File: config.mk
export PLATFORM = sky130hd
export DESIGN_NAME = wnes_dist
export DESIGN_NICKNAME = d
export VERILOG_FILES = /design/src/hdl/wnes_pkg.sv /design/src/hdl/wnes_dist.sv
export SDC_FILE = /design/constraint.sdc
export NUM_CORES = 2
export LEC_CHECK = 0
export ABC_AREA = 1
export CORE_ASPECT_RATIO = 0.8
export CORE_MARGIN = 10
export CORE_UTILIZATION = 38
export CTS_CLUSTER_DIAMETER = 60
export DETAILED_ROUTE_END_ITERATION = 12
export DONT_BUFFER_PORTS = 1
export MAX_ROUTING_LAYER = met4
export SYNTH_ARGS = -nofsm -noshare
export SYNTH_HDL_FRONTEND = slang
export SYNTH_SLANG_ARGS = --single-unit
File: constraint.sdc
create_clock -name clk -period 10.05 [get_ports clk]
set_input_delay 1.5075 -clock clk [delete_from_list [all_inputs] [get_ports clk]]
set_output_delay 1.5075 -clock clk [all_outputs]
set_load 0.01 [all_outputs]
File: src/hdl/wnes_pkg.sv
// Package for the weighted nearest-entry search core.
// Holds widths, field offsets, function codes and the datapath control struct.
// No dependencies.
`timescale 1ns / 1ps

package wnes_pkg;

  localparam int MAX_ENTRIES    = 64;
  localparam int NUM_DIMENSIONS = 16;
  localparam int FEATS          = 6;

  localparam int FEAT_W     = 16;
  localparam int FEAT_SEL_W = $clog2(FEATS);
  localparam int ROW_W      = FEATS * FEAT_W;
  localparam int ENT_IDX_W  = $clog2(MAX_ENTRIES);
  localparam int CNT_W      = $clog2(MAX_ENTRIES + 1);
  localparam int MASK_W     = 16;
  localparam int MASK_IDX_W = $clog2(MASK_W);
  localparam int DIM_W      = 16;
  localparam int SQ_W       = 2 * FEAT_W;
  localparam int PROD_W     = SQ_W + FEAT_W;
  localparam int DIST_W     = 51;

  // Input item tdata layout, lowest bits first.
  localparam int IN_IDX_W    = 6;
  localparam int IN_IDX_LSB  = 0;
  localparam int IN_DIM_LSB  = IN_IDX_LSB + IN_IDX_W;
  localparam int IN_FEAT_LSB = IN_DIM_LSB + DIM_W;
  localparam int IN_BITS     = IN_FEAT_LSB + ROW_W;
  localparam int IN_TDATA_W  = ((IN_BITS + 7) / 8) * 8;

  // Result item tdata layout, lowest bits first.
  localparam int OUT_IDX_W   = 6;
  localparam int OUT_BITS    = OUT_IDX_W + DIST_W;
  localparam int OUT_TDATA_W = ((OUT_BITS + 7) / 8) * 8;

  localparam int CFG_W = 7;

  typedef enum logic [1:0] {
    FN_TARGETS = 2'd0,
    FN_WEIGHTS = 2'd1,
    FN_MASK    = 2'd2,
    FN_QUERY   = 2'd3
  } func_t;

  typedef struct packed {
    logic                  acc_clr;
    logic                  diff_en;
    logic                  sq_en;
    logic                  wmul_en;
    logic                  acc_en;
    logic [FEAT_SEL_W-1:0] feat_sel;
  } dist_ctrl_t;

endpackage

File: src/hdl/wnes_dist.sv
// Shared distance unit: absolute difference, one multiplier used for the square
// and for the weight product, and the running sum. Depends on wnes_pkg.
`timescale 1ns / 1ps

module wnes_dist
  import wnes_pkg::*;
(
  input  logic              clk,
  input  dist_ctrl_t        ctrl,
  input  logic [ROW_W-1:0]  query_feat,
  input  logic [ROW_W-1:0]  tgt_row,
  input  logic [ROW_W-1:0]  wgt_row,
  output logic [DIST_W-1:0] acc_sum
);

  logic [FEAT_W-1:0] tgt [FEATS];
  logic [FEAT_W-1:0] qf  [FEATS];
  logic [FEAT_W-1:0] wgt [FEATS];
  logic [FEAT_W-1:0] tgt_sel;
  logic [FEAT_W-1:0] qf_sel;
  logic [FEAT_W:0]   diff;
  logic [FEAT_W:0]   diff_abs;
  logic [FEAT_W-1:0] areg;
  logic [SQ_W-1:0]   mul_a;
  logic [FEAT_W-1:0] mul_b;
  logic [PROD_W-1:0] mul_res;
  logic [PROD_W-1:0] prod;
  logic [DIST_W-1:0] acc;

  always_comb begin
    for (int k = 0; k < FEATS; k++) begin
      tgt[k] = tgt_row[k*FEAT_W +: FEAT_W];
      qf[k]  = query_feat[k*FEAT_W +: FEAT_W];
      wgt[k] = wgt_row[k*FEAT_W +: FEAT_W];
    end
  end

  assign tgt_sel  = tgt[ctrl.feat_sel];
  assign qf_sel   = qf[ctrl.feat_sel];
  assign diff     = {tgt_sel[FEAT_W-1], tgt_sel} - {qf_sel[FEAT_W-1], qf_sel};
  assign diff_abs = diff[FEAT_W] ? (~diff + 1'b1) : diff;

  // One multiplier: |d| * |d| first, then square * weight.
  assign mul_a   = ctrl.sq_en ? {{(SQ_W-FEAT_W){1'b0}}, areg} : prod[SQ_W-1:0];
  assign mul_b   = ctrl.sq_en ? areg : wgt[ctrl.feat_sel];
  assign mul_res = mul_a * mul_b;

  assign acc_sum = acc + DIST_W'(prod);

  always_ff @(posedge clk) begin
    if (ctrl.diff_en) begin
      areg <= diff_abs[FEAT_W-1:0];
    end
    if (ctrl.sq_en || ctrl.wmul_en) begin
      prod <= mul_res;
    end
    if (ctrl.acc_clr) begin
      acc <= '0;
    end else if (ctrl.acc_en) begin
      acc <= acc_sum;
    end
  end

endmodule

==> results.md <==
* Syn_nets at 5044
* Vias/cell at roughly 5.2
* CTS root buf: clkbuf_16
* HPWL Detailed at about 88000 um
* Final #Nets at roughly 5000
* Total CTS buffers at 17
* Status: completed
* Largest net degree at the start of global routing at between 100 and 150
* Layout cells sized above 1 at between 3 and 4%
* CORE AREA at roughly 0.075 mm^2
* Footprint of the multi-input gates at 0.0219 mm^2
* DR WL/cell at between 20 and 25 um
* Largest delay contributor family on the critical path: adder cells
* Final WL at 104000 um
* Final Hold Viols at 0
* Die H at approximately 270 um
* WP data required at 10280 ps
* Worst skew pair latency at 490 ps
* Postcts setup bufs at 0
* Period utilisation layout at 87.0%
* Dpl ws at 948 ps
* CP endpoint kind: register
* Global route overflow at 0
* Filler Cells Inserted at 8026
* Nature of the critical path startpoint: primary input
* RSZ-0062 raised after global routing: false
* Compound-gate portion of the synthesized area at a little under a tenth
* IO Port Bufs at 0
* Async set-or-reset flop fraction in the synthesized netlist at 0%
* Final Skew at 26.9 ps
* Seq/Total Area, Yosys at approximately a tenth
* Post-CTS sizing at 0
* First DRT Iteration DRCs at between 2000 and 3000
* Main synth FF type: edfxtp_1
* Clk sink count at about 120
* Number of top-level pins at between 300 and 400
* Multiplexer area fraction after synthesis at 0%
* XOR/XNOR Fraction of Synth Area at 2.37%
* Final Slew Violations at 0
* EDFF count, synth at 64
* Adder-cell area share of the yosys netlist at 37.3%
* Seq cells post-synth at 115
* Crit-path max cell delay at 540 ps
* FP Rows at 90
* Placed inst area at around 0.029 mm^2
* Cts-stage hold buffer count at 0
* CTS tree: built
* CP Max Fanout at 145
* Relative slew slack at 26.0%
* Antenna violations before repair at 1
* Clk buf depth at 2
* Setup_tns at 0 ps
* Max-cap violations at 0
* Total number of vias at approximately 26000
* Total Routing Usage GR at 24.7%
* WHS at 463 ps
* Synth-to-layout area growth at 4.58%
* Synth Area in Simple Gates at 27.0%
* F_max at ~110 MHz
* Setup slack after layout at approximately 1300 ps
* Die Footprint at just under 0.09 mm^2
* Syn Inst Count at roughly 4100
* Post-synth cell types at 51
* Starting Density at 38.2%
* Buf/Inv on CP at 6
* Largest family of logic cells by synthesized area: adder cells
* Setup violators final at 0
* Crit path kind: in2reg
* Mapped Avg Cell Area at 6.93 um^2
* First-pass GRT wire length at 161000 um
* Syn. warnings at 0
* Slowest cell on crit path: fa_1
* Die span in x at 327 um
* 1st-pass router iterations at 6
* Register area at just under 0.003 mm^2
* Most frequent CP cell: fa_1
* Worst-path clk slew at 60 ps
* Post-route ant nets at 0
* Final Critical Period at approximately 8700 ps
* Drt drc at 0
* Routability congestion estimate at around 1.0
* H-tree levels at 4
* Fin area at 0.0300 mm^2
* Worst slew pin tran at 1110 ps
* Vias in the first global route at around 26000
* Mapped Area at 0.0287 mm^2
* Hold WC Path Type: reg2reg
* Worst EP arrival at 8980 ps
-- Yosys cell counts, types with 12 or more instances --
cell type	number	area share, %
inv_1	834	11
fa_1	420	29
nand2_1	960	13
clkbuf_1	55	0.72
inv_2	14	0.18
edfxtp_1	64	6.7
xnor2_1	20	0.61
buf_1	13	0.17
o21bai_1	12	0.31
buf_4	14	0.37
ha_1	185	8.1
o21ai_0	186	3.2
dfxtp_1	51	3.6
buf_6	20	0.78
nor2_1	719	9.4
nand4_1	18	0.39
nand3_1	123	2.1
o21a_1	16	0.42
o32ai_1	46	1.4
nor2_2	22	0.48
xor2_1	56	1.7
nor2_4	20	0.78
buf_2	18	0.31
a21oi_1	143	2.5
nor3_1	22	0.38
a2bb2oi_1	16	0.49
-- worst register-to-register path: cells and delay by family (launching register included) --
family	cells	cell delay, ps
AND/OR/NAND/NOR	8	1000
AO/OA/AOI/OAI	3	1620
flip-flops	1	370
adder cells (fa/ha/maj)	7	3350
buffers and inverters	6	650
-- path summary, 6_finish.rpt --
| kind | cells past startpoint | from | endpoint | slack, ps |
|---|---|---|---|---|
| max | 28 | ctrl[0] | prod[35] | 1310 |
| min | 2 | acc[0] | acc[0] | 460 |
| max reg2reg | 24 | areg[1] | prod[32] | 2830 |
| min reg2reg | 2 | acc[0] | acc[0] | 460 |
-- logic make-up after synthesis --
| group | after synthesis |
|---|---|
| xor gates and xnor gates | 77 |
| DFF | 115 |
| AOI/OAI and AO/OA | 458 |
| and+or+nand+nor | 1912 |
| adders and majority gates | 605 |
| buffers and inverters | 975 |
-- placed cells by master (no fill, tap or decap), drive strengths merged, types with 6 or more instances in the layout --
master,n
a21oi,149
nor2,765
o21a,25
buf,22
xor2,57
nand4,18
o21ai,194
inv,863
edfxtp,64
nor3,22
ha,185
o32ai,48
a2bb2oi,16
o21bai,12
fa,420
a21o,6
dfxtp,51
xnor2,20
nand2,964
nand3,124
clkbuf,18
-- metrics by stage --
stage / std cells / utilization [%]
CTS: 5087 / 40.0
floorplan: 4142 / -
detailed placement: 5055 / 39.2
global placement: 5055 / 39.2
global route: 5088 / 40.0
finish: 5088 / 40.0
-- state kept, by name, summed over array words and instances (netlist names) --
register	flops
acc	51
areg	16
prod	48
-- layout make-up --
type                            count  area share, %
Multi-Input combinational cell   3052           72.8
Tap cell                         1012           4.22
Clock inverter                     14          0.417
Sequential cell                   115           9.80
Antenna cell                        1        0.00833
Clock buffer                       18           1.50
Timing Repair Buffer               22          0.550
Inverter                          854           10.7
-- metal layers --
metal,wire length (um),vias up,share of wire [%],track usage [%]
met5,0,-,0,-
met4,1910,0,1.8,4.79
met3,9530,108,9.1,4.93
met2,43700,1192,42,35.6
met1,49100,12688,47,35.4
li1,-,12415,-,-
Power is not shown: default switching activity piles up to over one toggle a cycle in this logic, so the estimate is an artifact.
