`config.mk`:
```
export PLATFORM = sky130hd
export DESIGN_NAME = wnes_ram
export DESIGN_NICKNAME = d
export VERILOG_FILES = /design/src/hdl/wnes_ram.sv
export SDC_FILE = /design/constraint.sdc
export NUM_CORES = 1
export LEC_CHECK = 0
export ABC_AREA = 1
export BUFFER_PORTS_ARGS = -buffer_cell sky130_fd_sc_hd__buf_4
export CAP_MARGIN = 20
export CORE_MARGIN = 8
export CORE_UTILIZATION = 57
export CTS_BUF_LIST = sky130_fd_sc_hd__clkbuf_16
export DETAILED_ROUTE_END_ITERATION = 6
export PLACE_DENSITY_LB_ADDON = 0.2
export SLEW_MARGIN = 20
export SYNTH_ARGS = -nofsm -noshare
export SYNTH_HDL_FRONTEND = slang
export SYNTH_SLANG_ARGS = --single-unit
```
`constraint.sdc`:
```
create_clock -name clk -period 2.5 [get_ports clk]
set_input_delay 0.125 -clock clk [delete_from_list [all_inputs] [get_ports clk]]
set_output_delay 0.125 -clock clk [all_outputs]
set_load 0.03 [all_outputs]
```
`src/hdl/wnes_ram.sv`:
```
// Generic simple dual-port RAM: one write port, one read port with registered data.
// No dependencies.
`timescale 1ns / 1ps

module wnes_ram #(
  parameter int WIDTH = 16,
  parameter int DEPTH = 64
) (
  input  logic                                    clk,
  input  logic                                    we,
  input  logic [((DEPTH > 1) ? $clog2(DEPTH) : 1)-1:0] waddr,
  input  logic [WIDTH-1:0]                        wdata,
  input  logic [((DEPTH > 1) ? $clog2(DEPTH) : 1)-1:0] raddr,
  output logic [WIDTH-1:0]                        rdata
);

  logic [WIDTH-1:0] mem [DEPTH];

  always_ff @(posedge clk) begin
    if (we) begin
      mem[waddr] <= wdata;
    end
    rdata <= mem[raddr];
  end

endmodule

```
==> flow_summary.yaml, run 1 <==
outcome:
  status: "completed"
power:
  p_sw_share_pct: 22.4
  max-vdd-ir-drop_uv: 733
  power_w: 0.0362
  leakagePower_nw: 17.1
  clockPowerShare_pct: 39.8
  p_int_w: 0.0281
  pwr-share-comb_pct: 6.6
  p_switching_w: 0.00811
  seq_power_share_pct: 53.6
  powerDensity_nw_per_um2: 772
layout:
  layout-drive-gt1-share_pct: 9.35
  layout.cells.non_filler: 4635
  areaGrowthSynthToFinish_pct: 11.3
  final_util_pct: 64.1
  n_fill_cell: 5383
  nets: 3624
place:
  gp_congestion: 0.986
  io_buffer_count: 45
  hpwlAfterDp_mm: 63.5
  preCtsSetupSlack_ps: 326
  dp_cells: 4447
timing:
  fin_ws_ps: 588
  finalCritPeriodShare_pct: 76.5
  tightest_slew_ps: 857
  finalClockSkew_ps: 13.2
  setup_viol: 0
  fmaxAchievable_mhz: 523
  hold_viol: 0
  hold_ws_ps: 38.7
  slew_viol_final: 0
  slew_headroom_pct: 42.9
  min_period_ps: 1910
  rsz0062_at_grt: "false"
floorplan:
  initial_core_util_pct: 57.6
  pin_count: 46
  fp.dieH_um: 288
  coreArea_um2: 73100
  rows: 99
  dieArea_um2: 82800
  die_x_um: 288
setup_path:
  crit_path_cell_trace: "dlygate4sd3_1 > buf_4 > inv_1 > buf_4 > buf_4 > nand3_1 > nand3_1 > nand2_1"
  arrival_ps: 2440
  r2r-start: "mem[17][1]"
  crit_top_cell: "buf_4"
  r2r-end: "rdata[1]"
  crit_family: "buffers and inverters"
  required_ps: 3030
  cp-start-kind: "primary input"
  slowest_delay_ps: 540
  slowest_stage: "dlygate4sd3_1"
  critPathKind: "in -> reg"
  r2r_cells: 8
  r2r_slack_ps: 920
  cp_max_fo: 33
  critPathBufInv: 5
  end_kind: "register"
synth:
  synth_area_per_cell_um2: 12.0
  synth_warnings: 0
  synth_area_leaders: "edfxtp_1 (73%), nand2_1 (12%), nand3_1 (10%), buf_2 (1.3%), buf_6 (1.3%)"
  syn_nets: 3547
  synth.top_cell.area_share_pct: 73.0
  ys_seq_area_share_pct: 73.8
  ys_types: 16
  syn-cell-area_um2: 42100
  synth_top_cell_by_area: "edfxtp_1"
  ys_ff_latch: 1040
  synth_cells: 3517
clock_network:
  insertion_delay_ps: 650
  postCtsSetupBuffers: 0
  clk_pin_slew_worst_paths_ps: 60
  cts_sinks: 1040
  htree_levels: 3
  cts_tree: "built"
  cts_resized: 0
  cts-root-buf: "clkbuf_16"
  cts_made_buffers: 102
  cts_hold_buf: 2
  clk_path_buf_depth: 3
detailed_routing:
  routed_via_density: 5.97
  wire_per_inst_um: 23.8
  firstDrtPassIters: 6
  wl_mm: 110
  via_count: 27684
  first_iter_violations: 3499
  final_antenna_net_count: 0
  drcViolationCount: 0
global_route:
  grt_pass1_wl_mm: 166
  antenna_found_initial: 6
  track_usage_pct: 26.5
  grt_max_degree: 110
  grt-ovfl-total: 0
  grt_pass1_vias: 26866
hold_path:
  min_from: "wdata[14]"
  hold_path_depth: 1
  hold_path.class: "in -> reg"
  holdPathEnd: "mem[33][14]"
flow_run:
  max-cap-violations: 0
[logic make-up after synthesis]
logic type,count (synthesis),share of synthesized area [%]
buf+inv,237,3.54
flops,1040,73.8
simple gates,2240,22.7
[area by class of cell]
class	instances	area [um^2]	share of cell area [%]
antenna	6	15.0	0.0321
tap	959	1200	2.56
multi-input combinational	2240	9590	20.5
clock inverter	75	482	1.03
clock buffer	105	2630	5.61
sequential	1040	31100	66.3
inverter	12	71.3	0.152
timing repair buffer	198	1780	3.80
[worst max-delay path by stage]
stage / start / to / slack, ps / depth (start not counted)
after global placement: raddr[0] / rdata[1] / 370 / 12
after global routing: raddr[4] / rdata[3] / 600 / 8
final: raddr[4] / rdata[3] / 590 / 8
after floorplan: we / mem[48][0] / -180 / 3
after CTS: raddr[4] / rdata[3] / 790 / 8
after detailed placement: raddr[0] / rdata[1] / 330 / 12
[state kept, by name, indices dropped and copies added (netlist names)]
signal / flops
mem: 1024
rdata: 16
[worst register-to-register path: stages (launching register included)]
cell and delay, ps:
edfxtp_1 380, nand2_1 80, nand3_1 90, nand3_1 160
nand2_1 110, nand2_1 110, nand3_1 80, nand3_1 340
nand2_1 100
[stage by stage]
stage	instance area [um^2]	setup TNS, ps
after floorplan	42100	-22920
after global placement	43700	0
after detailed placement	43700	0
after CTS	46800	0
after global routing	46800	0
final	46800	0
[placed cells by master, fill, tap and decap left out]
master,n
clkinvlp_4,2
inv_8,1
inv_2,1
buf_8,2
diode_2,6
nor4_2,8
inv_16,1
inv_1,23
dfxtp_1,16
buf_12,22
edfxtp_1,1024
clkinv_4,2
nor2_1,56
clkinv_1,30
inv_4,1
nand3_1,871
bufinv_16,6
clkbuf_16,105
dlygate4sd3_1,2
buf_4,172
nand4_1,9
nand2_1,1296
clkinv_2,20
[power groups by stage]
stage / Sequential (W) / Combinational (W) / Clock, W
3_5_place_dp: 0.0197 / 0.00237 / 0
2_1_floorplan: 0.0198 / 0.00129 / 0
5_1_grt: 0.0194 / 0.00259 / 0.0151
3_3_place_gp: 0.0197 / 0.00233 / 0
4_1_cts: 0.0194 / 0.00238 / 0.0145
6_report: 0.0194 / 0.00240 / 0.0144
[routing by layer]
| metal | vias to the layer above | wire (um) | track usage (%) |
|---|---|---|---|
| met4 | 4 | 3680 | 8.78 |
| met5 | - | 24 | 0 |
| met1 | 13587 | 43900 | 36.4 |
| li1 | 12549 | - | - |
| met3 | 199 | 10400 | 5.61 |
| met2 | 1345 | 52200 | 42.6 |
[cell usage after synthesis]
cell and instances:
nand2_1 1296, edfxtp_1 1024, nand3_1 871, buf_2 113, nor2_1 56, buf_6 49, clkbuf_1 26, buf_4 19
buf_1 17, dfxtp_1 16, inv_1 9, nand4_1 9, nor4_1 8, inv_2 2, buf_8 1, inv_8 1
Power figures use the tool's default switching activity.
==> inputs of run 2 (changes only) <==
--- a/config.mk
+++ b/config.mk
@@ -5,11 +5,11 @@
 export SDC_FILE = /design/constraint.sdc
 export NUM_CORES = 1
 export LEC_CHECK = 0
-export ABC_AREA = 1
+export ABC_AREA = 0
 export BUFFER_PORTS_ARGS = -buffer_cell sky130_fd_sc_hd__buf_4
 export CAP_MARGIN = 20
 export CORE_MARGIN = 8
-export CORE_UTILIZATION = 57
+export CORE_UTILIZATION = 56
 export CTS_BUF_LIST = sky130_fd_sc_hd__clkbuf_16
 export DETAILED_ROUTE_END_ITERATION = 6
 export PLACE_DENSITY_LB_ADDON = 0.2
==> constraint.sdc (replaced) <==
create_clock -name clk -period 1.62 [get_ports clk]
set_input_delay 0.081 -clock clk [delete_from_list [all_inputs] [get_ports clk]]
set_output_delay 0.081 -clock clk [all_outputs]
set_load 0.03 [all_outputs]
==> run 2 against run 1 <==
Net effect: the flow now finishes with violations (setup timing); synthesized area is 4.9% lower; first-iteration DRC count fell by 35%; hold slack gained 16 ps; register-to-register slack lost 1200 ps; core utilization increased by 4.0 points; critical path depth fell by 3; sequential share of layout area shrank 2.1 points; setup slack lost 850 ps; via count decreased by 27%; wire length fell by 11%; sequential power increased by 54%.
==> flow_summary.yaml, run 2 <==
outcome:
  status: "finished, violations left"
  violations: "setup timing"
setup_path:
  required_ps: 2120
  cp-start-kind: "register"
  end_kind: "register"
  r2r_cells: 5
  arrival_ps: 2380
  critPathKind: "reg -> reg"
  critPathBufInv: 1
  slowest_delay_ps: 480
  crit_family: "multiplexers"
  critPathLaunch: "mem[61][13]"
  r2r-start: "mem[61][13]"
  crit_path_cell_trace: "mux4_2 > mux2_4 > a221oi_4 > buf_6 > a311oi_2"
  slowest_stage: "mux4_2"
  worstSetupPathDepth: 5
  cp_max_fo: 1
layout:
  layout-drive-gt1-share_pct: 36.0
  top_register: "mem"
  final_util_pct: 68.1
  final_cell_mix: "edfxtp_1 (1024), mux4_2 (222), buf_4 (198)"
  areaGrowthSynthToFinish_pct: 20.9
  finalInstanceArea_um2: 48400
  layout.cells.non_filler: 3200
  top_regs: "mem (1024), rdata (16)"
  nets: 2191
  largest_register_ffs: 1024
  mostFrequentLayoutCell: "edfxtp_1"
synth:
  syn_nets: 1859
  ys.flop_type: "edfxtp_1"
  synth_edf_count: 1024
  synth_cells: 1829
  syn-cell-area_um2: 40000
  synth.top_cell.area_share_pct: 76.8
  synth_common_cells: "edfxtp_1 (1024), mux4_2 (220), mux2i_1 (85), nor2_1 (72), nand2_1 (59)"
  synth_warnings: 0
  synthArstFlopShare_pct: 0
  ys_types: 43
  synth_area_per_cell_um2: 21.9
  ys_ff_latch: 1040
  yosysMostFrequentCell: "edfxtp_1"
  synth_top_cell_by_area: "edfxtp_1"
  synth_area_leaders: "edfxtp_1 (77%), mux4_2 (12%), mux2i_1 (2.1%), dfxtp_1 (0.80%), mux2_2 (0.76%)"
  ys_seq_area_share_pct: 77.6
timing:
  tightest_slew_ps: 800
  fmaxAchievable_mhz: 532
  slew_headroom_pct: 46.7
  slew_viol_final: 0
  finalCritPeriodShare_pct: 116
  rsz0062_at_grt: "true"
  min_period_ps: 1880
  fin_ws_ps: -260
  finalClockSkew_ps: 24.5
  setup_viol: 14
  hold_viol: 0
floorplan:
  pin_count: 46
  coreArea_um2: 71100
  initial_core_util_pct: 56.3
  rows: 98
  dieArea_um2: 80300
  die_x_um: 283
  fp.dieH_um: 283
global_route:
  antenna_found_initial: 3
  grt_pass1_wl_mm: 142
  grt_pass1_vias: 20237
  grt-ovfl-total: 0
  track_usage_pct: 24.3
  grt_max_degree: 65
place:
  dp_cells: 2994
  gp_congestion: 0.878
  hpwlAfterDp_mm: 62.2
  preCtsSetupSlack_ps: -814
  io_buffer_count: 45
  place_area_um2: 44500
hold_path:
  min_from: "wdata[4]"
  hold_path.class: "in -> reg"
  hold_path_depth: 1
flow_run:
  max-cap-violations: 0
power:
  max-vdd-ir-drop_uv: 975
  powerDensity_nw_per_um2: 1180
  leakagePower_nw: 15.8
clock_network:
  clk_pin_slew_worst_paths_ps: 60
  cts_sinks: 1040
  cts_tree: "built"
  clk_path_buf_depth: 3
  htree_levels: 3
  insertion_delay_ps: 650
  cts-root-buf: "clkbuf_16"
  cts_made_buffers: 102
  postCtsSetupBuffers: 0
detailed_routing:
  firstDrtPassIters: 7
  final_antenna_net_count: 0
  wl_mm: 98.2
  first_iter_violations: 2257
  wire_per_inst_um: 30.7
  via_count: 20163
  routed_via_density: 6.30
  drcViolationCount: 0
[run 2: changes by cell type after synthesis, sizes merged, moves of 12 or more]
cell    delta
mux4     +224
a21oi     +17
mux2i     +85
a221oi    +16
inv       -12
buf      -122
nand2   -1236
a22oi     +39
nor2      +18
mux2      +27
nor2b     +30
nand3    -847
[run 2: power breakdown]
group	switching, W	internal, W
Combinational	0.00209	0.00153
Clock	0.00983	0.0139
Sequential	0.000148	0.0298
[run 2: cells by family after synthesis]
group | Yosys count | synth area share (%)
buf+inv | 104 | 1.83
flops | 1040 | 77.6
compound gates | 129 | 2.41
mux | 336 | 15.5
simple gates | 220 | 2.65
[run 2: layer usage]
layer	GRT usage, %	share of wire (%)
met5	0	0.013
met4	7.51	2.9
met1	35.2	41
met3	4.30	8.7
met2	38.0	48
[run 2: layout make-up]
cell class              count  area (um^2)
diodes                      1         2.50
clock buffers             104         2600
clock inverters            88          772
fillers                  4438        22700
multi-input cells         685         8830
flip-flops and latches   1040        31100
well taps                 950         1190
repair buffers            332         3930
[run 2: final timing paths]
kind,end,slack (ps)
worst max-delay path,rdata[13],-260
worst min-delay path,mem[41][4],50
worst max register to register,rdata[13],-260
worst min register to register,rdata[12],900
[run 2: through the flow]
stage,total power (W),TNS [ps],hold slack (ps)
5_1_grt,0.0587,-2860,47.2
6_report,0.0572,-2320,54.5
3_5_place_dp,0.0340,-9780,487
3_3_place_gp,0.0339,-9670,476
4_1_cts,0.0575,-2490,32.1
2_1_floorplan,0.0321,-60980,180
[run 2: what timing repair did]
action,4_1_cts,5_1_grt
endpoints found under the hold margin,567,0
resized for setup,54,26
endpoints found under the setup margin,16,16
pin swaps,30,13
hold buffers,18,0
